File: src/hdl/ssmt_pkg.sv
package ssmt_pkg;

    localparam int SLOT_COUNT_DEF = 16;

    localparam int KIND_W   = 3;
    localparam int CHAN_W   = 6;
    localparam int OWNER_W  = 6;
    localparam int DATA_W   = 32;
    localparam int STATUS_W = 2;
    localparam int INDEX_W  = 6;

    // free-slot search examines this many slots per cycle
    localparam int GROUP   = 8;
    localparam int GROUP_W = 3;

    localparam logic [KIND_W-1:0] K_CREATE  = 3'd0;
    localparam logic [KIND_W-1:0] K_PUT     = 3'd1;
    localparam logic [KIND_W-1:0] K_TAKE    = 3'd2;
    localparam logic [KIND_W-1:0] K_DESTROY = 3'd3;
    localparam logic [KIND_W-1:0] K_CLEANUP = 3'd4;

    localparam logic [STATUS_W-1:0] ST_OK    = 2'd0;
    localparam logic [STATUS_W-1:0] ST_ERR   = 2'd1;
    localparam logic [STATUS_W-1:0] ST_BLOCK = 2'd2;

    typedef enum logic [1:0] {
        S_IDLE,
        S_DECODE,
        S_SCAN,
        S_RESULT
    } t_state;

    typedef struct packed {
        logic latch;
        logic exec;
        logic scan_init;
        logic scan;
        logic load;
    } t_cmd;

    typedef struct packed {
        logic is_create;
        logic scan_done;
        logic out_free;
    } t_sts;

endpackage

File: src/hdl/ssmt_ram.sv
module ssmt_ram #(
    parameter int WIDTH = 32,
    parameter int DEPTH = 16,
    parameter int AW    = (DEPTH > 1) ? $clog2(DEPTH) : 1
) (
    input  logic             i_clk,
    input  logic             i_we,
    input  logic [AW-1:0]    i_waddr,
    input  logic [WIDTH-1:0] i_wdata,
    input  logic [AW-1:0]    i_raddr,
    output logic [WIDTH-1:0] o_rdata
);

    logic [WIDTH-1:0] r_mem [DEPTH];
    logic [WIDTH-1:0] r_rdata;

    always_ff @(posedge i_clk) begin
        if (i_we) begin
            r_mem[i_waddr] <= i_wdata;
        end
        r_rdata <= r_mem[i_raddr];
    end

    assign o_rdata = r_rdata;

endmodule

File: src/hdl/ssmt_ctrl.sv
module ssmt_ctrl (
    input  logic           i_clk,
    input  logic           i_rst_n,
    input  logic           i_valid,
    input  ssmt_pkg::t_sts i_sts,
    output logic           o_ready,
    output ssmt_pkg::t_cmd o_cmd
);
    import ssmt_pkg::*;

    t_state r_state;
    t_state n_state;

    always_ff @(posedge i_clk) begin
        if (!i_rst_n) begin
            r_state <= S_IDLE;
        end else begin
            r_state <= n_state;
        end
    end

    always_comb begin
        n_state = r_state;
        unique case (r_state)
            S_IDLE: begin
                if (i_valid) begin
                    n_state = S_DECODE;
                end
            end
            S_DECODE: begin
                n_state = i_sts.is_create ? S_SCAN : S_RESULT;
            end
            S_SCAN: begin
                if (i_sts.scan_done) begin
                    n_state = S_RESULT;
                end
            end
            S_RESULT: begin
                if (i_sts.out_free) begin
                    n_state = S_IDLE;
                end
            end
            default: n_state = S_IDLE;
        endcase
    end

    always_comb begin
        o_cmd   = '0;
        o_ready = 1'b0;
        unique case (r_state)
            S_IDLE: begin
                o_ready     = 1'b1;
                o_cmd.latch = i_valid;
            end
            S_DECODE: begin
                o_cmd.exec      = !i_sts.is_create;
                o_cmd.scan_init = i_sts.is_create;
            end
            S_SCAN: begin
                o_cmd.scan = 1'b1;
            end
            S_RESULT: begin
                o_cmd.load = i_sts.out_free;
            end
            default: o_cmd = '0;
        endcase
    end

endmodule

File: src/hdl/ssmt_dp.sv
module ssmt_dp #(
    parameter int SLOT_COUNT = ssmt_pkg::SLOT_COUNT_DEF
) (
    input  logic                                  i_clk,
    input  logic                                  i_rst_n,
    input  ssmt_pkg::t_cmd                        i_cmd,
    output ssmt_pkg::t_sts                        o_sts,
    input  logic [ssmt_pkg::KIND_W-1:0]           i_kind,
    input  logic [ssmt_pkg::CHAN_W-1:0]           i_channel,
    input  logic [ssmt_pkg::OWNER_W-1:0]          i_owner,
    input  logic signed [ssmt_pkg::DATA_W-1:0]    i_data_in,
    output logic                                  o_valid,
    input  logic                                  i_ready,
    output logic [ssmt_pkg::STATUS_W-1:0]         o_status,
    output logic [ssmt_pkg::INDEX_W-1:0]          o_slot_index,
    output logic signed [ssmt_pkg::DATA_W-1:0]    o_data_out
);
    import ssmt_pkg::*;

    localparam int IDX_W  = (SLOT_COUNT > 1) ? $clog2(SLOT_COUNT) : 1;
    localparam int NGROUP = (SLOT_COUNT + GROUP - 1) / GROUP;
    localparam int GW     = (NGROUP > 1) ? $clog2(NGROUP) : 1;
    localparam int PAD    = NGROUP * GROUP;

    // latched request
    logic [KIND_W-1:0]  r_kind;
    logic [CHAN_W-1:0]  r_chan;
    logic [OWNER_W-1:0] r_owner;
    logic [DATA_W-1:0]  r_data;

    // slot table
    logic [SLOT_COUNT-1:0] r_valid, n_valid;
    logic [SLOT_COUNT-1:0] r_full, n_full;
    logic [OWNER_W-1:0]    r_own [SLOT_COUNT];
    logic [OWNER_W-1:0]    n_own [SLOT_COUNT];

    // result being built
    logic [STATUS_W-1:0] r_status, n_status;
    logic [INDEX_W-1:0]  r_index, n_index;
    logic                r_take, n_take;
    logic [GW-1:0]       r_grp, n_grp;

    // output register
    logic                r_o_valid;
    logic [STATUS_W-1:0] r_o_status;
    logic [INDEX_W-1:0]  r_o_index;
    logic [DATA_W-1:0]   r_o_data;

    logic [IDX_W-1:0]    w_ci;
    logic                w_chan_ok;
    logic                w_usable;
    logic [PAD-1:0]      w_taken;
    logic [GROUP-1:0]    w_bits;
    logic [GROUP_W-1:0]  w_sel;
    logic                w_found;
    logic                w_last;
    logic [GW+GROUP_W-1:0] w_claim;
    logic                w_ram_we;
    logic [DATA_W-1:0]   w_ram_q;
    logic                w_out_free;

    assign w_ci      = r_chan[IDX_W-1:0];
    assign w_chan_ok = ({1'b0, r_chan} < (CHAN_W + 1)'(SLOT_COUNT));
    assign w_usable  = w_chan_ok && r_valid[w_ci];

    // slots past the table end count as taken
    always_comb begin
        w_taken = '1;
        for (int k = 0; k < SLOT_COUNT; k++) begin
            w_taken[k] = r_valid[k];
        end
    end

    assign w_bits = w_taken[{r_grp, {GROUP_W{1'b0}}} +: GROUP];

    always_comb begin
        w_sel = '0;
        for (int j = GROUP - 1; j >= 0; j--) begin
            if (!w_bits[j]) begin
                w_sel = GROUP_W'(j);
            end
        end
    end

    assign w_found = !(&w_bits);
    assign w_last  = (r_grp == GW'(NGROUP - 1));
    assign w_claim = {r_grp, w_sel};

    assign w_out_free = !r_o_valid || i_ready;

    assign o_sts.is_create = (r_kind == K_CREATE);
    assign o_sts.scan_done = w_found || w_last;
    assign o_sts.out_free  = w_out_free;

    always_comb begin
        n_valid  = r_valid;
        n_full   = r_full;
        n_own    = r_own;
        n_status = r_status;
        n_index  = r_index;
        n_take   = r_take;
        n_grp    = r_grp;
        w_ram_we = 1'b0;

        if (i_cmd.exec) begin
            n_status = ST_ERR;
            n_index  = '0;
            n_take   = 1'b0;
            unique case (r_kind)
                K_PUT: begin
                    if (w_usable) begin
                        if (r_full[w_ci]) begin
                            n_status = ST_BLOCK;
                        end else begin
                            w_ram_we     = 1'b1;
                            n_full[w_ci] = 1'b1;
                            n_status     = ST_OK;
                        end
                    end
                end
                K_TAKE: begin
                    if (w_usable) begin
                        if (!r_full[w_ci]) begin
                            n_status = ST_BLOCK;
                        end else begin
                            n_full[w_ci] = 1'b0;
                            n_take       = 1'b1;
                            n_status     = ST_OK;
                        end
                    end
                end
                K_DESTROY: begin
                    if (w_usable) begin
                        n_valid[w_ci] = 1'b0;
                        n_status      = ST_OK;
                    end
                end
                K_CLEANUP: begin
                    for (int k = 0; k < SLOT_COUNT; k++) begin
                        if (r_valid[k] && (r_own[k] == r_owner)) begin
                            n_valid[k] = 1'b0;
                        end
                    end
                    n_status = ST_OK;
                end
                default: ;
            endcase
        end

        if (i_cmd.scan_init) begin
            n_grp = '0;
        end

        if (i_cmd.scan) begin
            n_take = 1'b0;
            n_grp  = r_grp + 1'b1;
            if (w_found) begin
                n_valid[w_claim[IDX_W-1:0]] = 1'b1;
                n_own[w_claim[IDX_W-1:0]]   = r_owner;
                n_status = ST_OK;
                n_index  = INDEX_W'(w_claim);
            end else if (w_last) begin
                n_status = ST_ERR;
                n_index  = '0;
            end
        end
    end

    always_ff @(posedge i_clk) begin
        if (!i_rst_n) begin
            r_valid   <= '0;
            r_full    <= '0;
            r_own     <= '{default: '0};
            r_o_valid <= 1'b0;
        end else begin
            r_valid <= n_valid;
            r_full  <= n_full;
            r_own   <= n_own;
            if (i_cmd.load) begin
                r_o_valid <= 1'b1;
            end else if (i_ready) begin
                r_o_valid <= 1'b0;
            end
        end
    end

    always_ff @(posedge i_clk) begin
        if (i_cmd.latch) begin
            r_kind  <= i_kind;
            r_chan  <= i_channel;
            r_owner <= i_owner;
            r_data  <= i_data_in;
        end
        r_status <= n_status;
        r_index  <= n_index;
        r_take   <= n_take;
        r_grp    <= n_grp;
        if (i_cmd.load) begin
            r_o_status <= r_status;
            r_o_index  <= r_index;
            r_o_data   <= r_take ? w_ram_q : '0;
        end
    end

    // the read address holds the request's slot, so the word is ready at result time
    ssmt_ram #(
        .WIDTH (DATA_W),
        .DEPTH (SLOT_COUNT),
        .AW    (IDX_W)
    ) u_word_ram (
        .i_clk   (i_clk),
        .i_we    (w_ram_we),
        .i_waddr (w_ci),
        .i_wdata (r_data),
        .i_raddr (w_ci),
        .o_rdata (w_ram_q)
    );

    assign o_valid      = r_o_valid;
    assign o_status     = r_o_status;
    assign o_slot_index = r_o_index;
    assign o_data_out   = r_o_data;

endmodule

File: src/hdl/single_slot_mailbox_table.sv
// Put, take, destroy, cleanup and unused kinds go from decode straight to the result state;
// create first searches the slots one group of 8 at a time, until it finds a free slot or
// has searched the last group. The next item is taken the cycle after the result is loaded
// into the output register, one item at a time; the result waits while that register is full.
// Reset clears every slot's valid, full and owner field; the word store is not
// cleared and no item is refused after reset.
module single_slot_mailbox_table #(
    parameter int SLOT_COUNT = ssmt_pkg::SLOT_COUNT_DEF
) (
    input  logic                                  i_clk,
    input  logic                                  i_rst_n,
    input  logic                                  i_valid,
    output logic                                  o_ready,
    input  logic [ssmt_pkg::KIND_W-1:0]           i_kind,
    input  logic [ssmt_pkg::CHAN_W-1:0]           i_channel,
    input  logic [ssmt_pkg::OWNER_W-1:0]          i_owner,
    input  logic signed [ssmt_pkg::DATA_W-1:0]    i_data_in,
    output logic                                  o_valid,
    input  logic                                  i_ready,
    output logic [ssmt_pkg::STATUS_W-1:0]         o_status,
    output logic [ssmt_pkg::INDEX_W-1:0]          o_slot_index,
    output logic signed [ssmt_pkg::DATA_W-1:0]    o_data_out
);
    import ssmt_pkg::*;

    t_cmd w_cmd;
    t_sts w_sts;

    ssmt_ctrl u_ctrl (
        .i_clk   (i_clk),
        .i_rst_n (i_rst_n),
        .i_valid (i_valid),
        .i_sts   (w_sts),
        .o_ready (o_ready),
        .o_cmd   (w_cmd)
    );

    ssmt_dp #(
        .SLOT_COUNT (SLOT_COUNT)
    ) u_dp (
        .i_clk        (i_clk),
        .i_rst_n      (i_rst_n),
        .i_cmd        (w_cmd),
        .o_sts        (w_sts),
        .i_kind       (i_kind),
        .i_channel    (i_channel),
        .i_owner      (i_owner),
        .i_data_in    (i_data_in),
        .o_valid      (o_valid),
        .i_ready      (i_ready),
        .o_status     (o_status),
        .o_slot_index (o_slot_index),
        .o_data_out   (o_data_out)
    );

endmodule

File: config.mk
export PLATFORM = sky130hd
export DESIGN_NAME = single_slot_mailbox_table
export DESIGN_NICKNAME = d
export VERILOG_FILES = /design/src/hdl/ssmt_pkg.sv /design/src/hdl/ssmt_ram.sv /design/src/hdl/ssmt_ctrl.sv /design/src/hdl/ssmt_dp.sv /design/src/hdl/single_slot_mailbox_table.sv
export SDC_FILE = /design/constraint.sdc
export NUM_CORES = 1
export LEC_CHECK = 0
export BUFFER_PORTS_ARGS = -buffer_cell sky130_fd_sc_hd__buf_2
export CORE_MARGIN = 3
export CORE_UTILIZATION = 65
export CTS_CLUSTER_DIAMETER = 200
export DETAILED_ROUTE_END_ITERATION = 7
export GPL_TIMING_DRIVEN = 0
export PLACE_DENSITY = 0.88
export SYNTH_ARGS = -nofsm -noshare
export SYNTH_HDL_FRONTEND = slang
export SYNTH_SLANG_ARGS = --single-unit
export TNS_END_PERCENT = 100
File: constraint.sdc
create_clock -name i_clk -period 7.4 [get_ports i_clk]
set_input_delay 0.74 -clock i_clk [delete_from_list [all_inputs] [get_ports i_clk]]
set_output_delay 0.74 -clock i_clk [all_outputs]
set_load 0.05 [all_outputs]
==> summary.log <==
[grt] largest net degree at the start of global routing 33
[route] Post-Route WL 84.7 mm
[setup_path] number of cells on the worst reg-to-reg path 9
[clock_tree] TritonCTS clock tree built
[route] total iterations of the first detailed-routing run 8
[clock_tree] number of buffers added to fix hold violations after cts 0
[route] antenna-violating nets left 0
[die] I/O pin count 93
[power_and_ir_drop] share of power burned in registers 49.1%
[synth] netlist area before placement 30300 um2
[layout] layout net count 1967
[setup_path] Critical Path Sink Type flip-flop
[clock_tree] TritonCTS sink count 772
[die] initial cell density of the core 66.2%
[synth] syn_area_per_cell 17.5 um2
[setup_path] largest fanout on the critical path 18
[worst_hold_path] kind of path behind the tightest hold check in2reg
[grt] global-route wire length before repair 124 mm
[synth] most instantiated flip-flop cell in the synthesis netlist edfxtp_1
[setup_path] path length in cells of the critical path 9
[setup_path] Worst Path Buf+Inv 4
[timing] Final Critical Period 3880 ps
[clock_tree] clock slew seen by the registers of the worst setup and hold paths 60 ps
[synth] cell taking the most area after synthesis edfxtp_1
[placed_design] number of port buffers 92
[die] core region area 45700 um2
[route] per-cell via count in the routed design 7.03
[power_and_ir_drop] power share of the clock group 36.7%
[synth] proportion of register bits with asynchronous set or reset after synthesis 0%
[die] die area 49200 um2
[placed_design] final weighted congestion of routability-driven global placement 0.901
[synth] largest cells by area after synthesis edfxtp_1 (60%), mux4_2 (12%), dfxtp_1 (11%), mux2i_1 (2.7%), xor2_1 (1.8%)
[power_and_ir_drop] power per cell area 309 nW/um2
[grt] overflow left after global routing 0
[worst_hold_path] Worst Hold End u_dp.r_data[30]
[power_and_ir_drop] leakage power total 0.0116 uW
[die] number of rows in the core area 78
[synth] top cell type's share of synthesized area 59.6%
[route] Detailed Route Iter0 Violations 2869
[grt] initial antenna violation count 2
[setup_path] list of cells traversed by the critical path buf_6 -> buf_8 -> mux2_1 -> mux4_2 -> o22ai_4 -> nand3_2 -> buf_2 -> nor2_4 -> buf_16
[power_and_ir_drop] switching part of the total power 27.1%
[timing] RSZ-0062 raised after global routing no
[power_and_ir_drop] power share of the combinational group 14.2%
[timing] fin crit share 52.4%
[clock_tree] Setup Fix Bufs, Post-CTS 0
[route] count of unresolved DRC violations after routing 28
[timing] Setup violations, final 0
[setup_path] worst reg2reg endpoint u_dp.u_word_ram.r_mem[15][13]
[synth] synthesized netlist cell count 1726
[worst_hold_path] Cells on Worst Hold Path 1
[setup_path] critical path class reg2reg
[grt] GR Util All Layers 34.9%
[clock_tree] post_cts resized 0
[clock_tree] clock tree root buffer cell clkbuf_16
[timing] number of max-slew violations in the final report 0
[synth] library cells used by synthesis 68
[die] width of the chip 222 um
[clock_tree] clock latency at the later pin of the worst-skew pair 650 ps
[synth] Yosys Warn Count 0
[power_and_ir_drop] worst IR drop on VDD 0.283 mV
[grt] met1 Resource Use GR 44.3%
[timing] Setup Skew 45.2 ps
[route] number of vias after detailed routing 18100
[setup_path] Register-to-Register Setup Slack 3520 ps
[grt] via count of the first global-routing pass 18700
[power_and_ir_drop] P_sw 2880 uW
[synth] count leader, synth edfxtp_1
[synth] number of enable-type register cells in the synthesized netlist 600
[setup_path] cell family with most CP delay simple AND/OR/NAND/NOR gates
[timing] slew of the pin with the lowest slew margin 1270 ps
[status] failing checks design-rule violations
[setup_path] beginning of the worst register-to-register path u_dp.r_chan[1]
[setup_path] data required time at the worst endpoint 7740 ps
[layout] synthesis-to-finish area growth 13.8%
[timing] worst slew margin relative to its limit 15.5%
[run] count of max-cap constraint violations 0
[timing] Fmax achieved 258 MHz
[power_and_ir_drop] cell-internal power 7750 uW
[worst_hold_path] start point of the worst hold path i_data_in[30]
[placed_design] HPWL reported at the end of detailed placement 48.0 mm
[grt] gr busiest metal met2
[die] die height 222 um
[synth] Mapped Nets 1781
[synth] flip-flop and latch count after synthesis 772
[grt] GR Layer Usage met2 55.9%
[layout] number of fill cells 2398
[setup_path] CP arrival 4210 ps
[clock_tree] Max Buffers Root-to-Sink 3
[timing] hold violation total from the final report 0
[synth] register area share after synthesis 70.9%
[layout] fraction of layout instances using a drive strength above 1 24.1%
[grt] GRT met3 Usage 8.84%
[layout] final cell count without fillers 2574
[setup_path] Largest stage delay, worst path 790 ps
[setup_path] crit path launch type flip-flop
[placed_design] count of placed standard cells including taps 2436
[clock_tree] CTS buffer count 74
[synth] top cells by instance count after synthesis edfxtp_1 (600), dfxtp_1 (172), mux4_2 (164), nor2_1 (103), mux2i_1 (83)
[status] result of the run finished, violations left
[setup_path] Critical-path top delay cell nor2_4
[timing] setup tns final 0 ps
[route] mean routed wirelength per cell 32.9 um
[clock_tree] H-Tree Depth 3
## cells by family (layout without fill, tap and decap cells)
| logic type | after synthesis | count (layout) | share of synthesized area [%] |
|---|---|---|---|
| AOI/OAI and AO/OA | 174 | 174 | 3.98 |
| xor gates and xnor gates | 96 | 96 | 2.78 |
| adders and majority gates | 4 | 4 | 0.165 |
| buffers and inverters | 120 | 367 | 1.77 |
| DFF | 772 | 772 | 70.9 |
| muxes | 255 | 255 | 15.3 |
| other | 0 | 1 | 0 |
| and+or+nand+nor | 305 | 305 | 5.10 |
## placed cells by master (no fill, tap or decap), types with 6 or more instances in the layout
master     count
mux4_2       164
nor2_4        16
o221a_1       10
mux2i_1       83
dfxtp_1      172
nor3_1         6
nand3_1       57
inv_1          9
nor4_1        16
xnor2_1       34
clkinv_1      11
nor2_2        10
mux2_1         6
o221a_2        6
a21oi_1       46
a31oi_1       12
clkinv_2      13
nor2_1        87
xor2_1        62
bufinv_16      7
nor2b_1       12
a211oi_1       8
clkbuf_1      80
buf_1          7
o21ai_0       47
buf_12        15
and2_1        37
nand2_1       27
edfxtp_1     600
buf_2        131
clkbuf_16     76
## worst register-to-register path, delay by kind of cell, from the launching register on
kind | cells | cell delay (ps)
mux | 2 | 840
flops | 1 | 390
compound gates | 1 | 170
simple gates | 2 | 1170
buf+inv | 4 | 990
## cell type report
type | count | area, um2 | share of cell area (%)
Sequential cell | 772 | 21500 | 62.3
Buffer | 111 | 503 | 1.46
Clock buffer | 98 | 2000 | 5.82
Multi-Input combinational cell | 834 | 8380 | 24.3
Inverter | 9 | 33.8 | 0.0981
Tap cell | 600 | 751 | 2.18
Clock inverter | 39 | 448 | 1.30
Timing Repair Buffer | 110 | 843 | 2.45
Antenna cell | 1 | 2.50 | 0.00727
## per-layer routing
layer | up-vias | part of all wire (%)
met5 | - | 0
met4 | 0 | 6.4
met3 | 394 | 11
met2 | 1535 | 49
met1 | 9051 | 34
li1 | 7121 | -
## power by group through the flow
stage          Combinational, uW  Clock, uW  Sequential, uW
2_1_floorplan                944          0            5280
3_3_place_gp                1370          0            5270
3_5_place_dp                1450          0            5290
4_1_cts                     1490       3910            5210
5_1_grt                     1580       4060            5240
6_report                    1510       3900            5220
## state kept, by name, summed over array words and instances (netlist names), 6 cells and up, named ones only
signal                   cells
u_dp.u_word_ram.r_mem      512
u_dp.u_word_ram.o_rdata     32
u_dp.r_valid                16
u_dp.r_chan                  6
u_dp.r_index                 6
u_dp.r_owner                 6
u_dp.o_data_out             32
u_dp.r_own                  96
u_dp.r_data                 32
u_dp.o_slot_index            6
## worst max path at each step
stage                              start                             to  slack, ps
after floorplan           u_dp.r_chan[1]   u_dp.u_word_ram.r_mem[15][0]       3660
after global placement    u_dp.r_chan[0]   u_dp.u_word_ram.r_mem[9][16]       1770
after detailed placement  u_dp.r_chan[1]  u_dp.u_word_ram.r_mem[15][13]       3680
after CTS                 u_dp.r_chan[1]  u_dp.u_word_ram.r_mem[15][22]       3560
after global routing      u_dp.r_chan[1]  u_dp.u_word_ram.r_mem[15][16]       3440
final                     u_dp.r_chan[1]  u_dp.u_word_ram.r_mem[15][13]       3520
## per-stage QoR
| stage | utilization [%] | setup slack (ps) | total power (uW) | hold slack, ps | instance area (um2) |
|---|---|---|---|---|---|
| after global routing | 75.4 | 3440 | 10900 | 254 | 34400 |
| after detailed placement | 70.0 | 3680 | 6740 | 418 | 32000 |
| after global placement | 68.9 | 1770 | 6640 | 410 | 31500 |
| after floorplan | - | 3660 | 6220 | 400 | 30300 |
| after CTS | 75.4 | 3560 | 10600 | 250 | 34400 |
| final | 75.4 | 3520 | 10600 | 271 | 34400 |
Power figures use the tool's default switching activity.
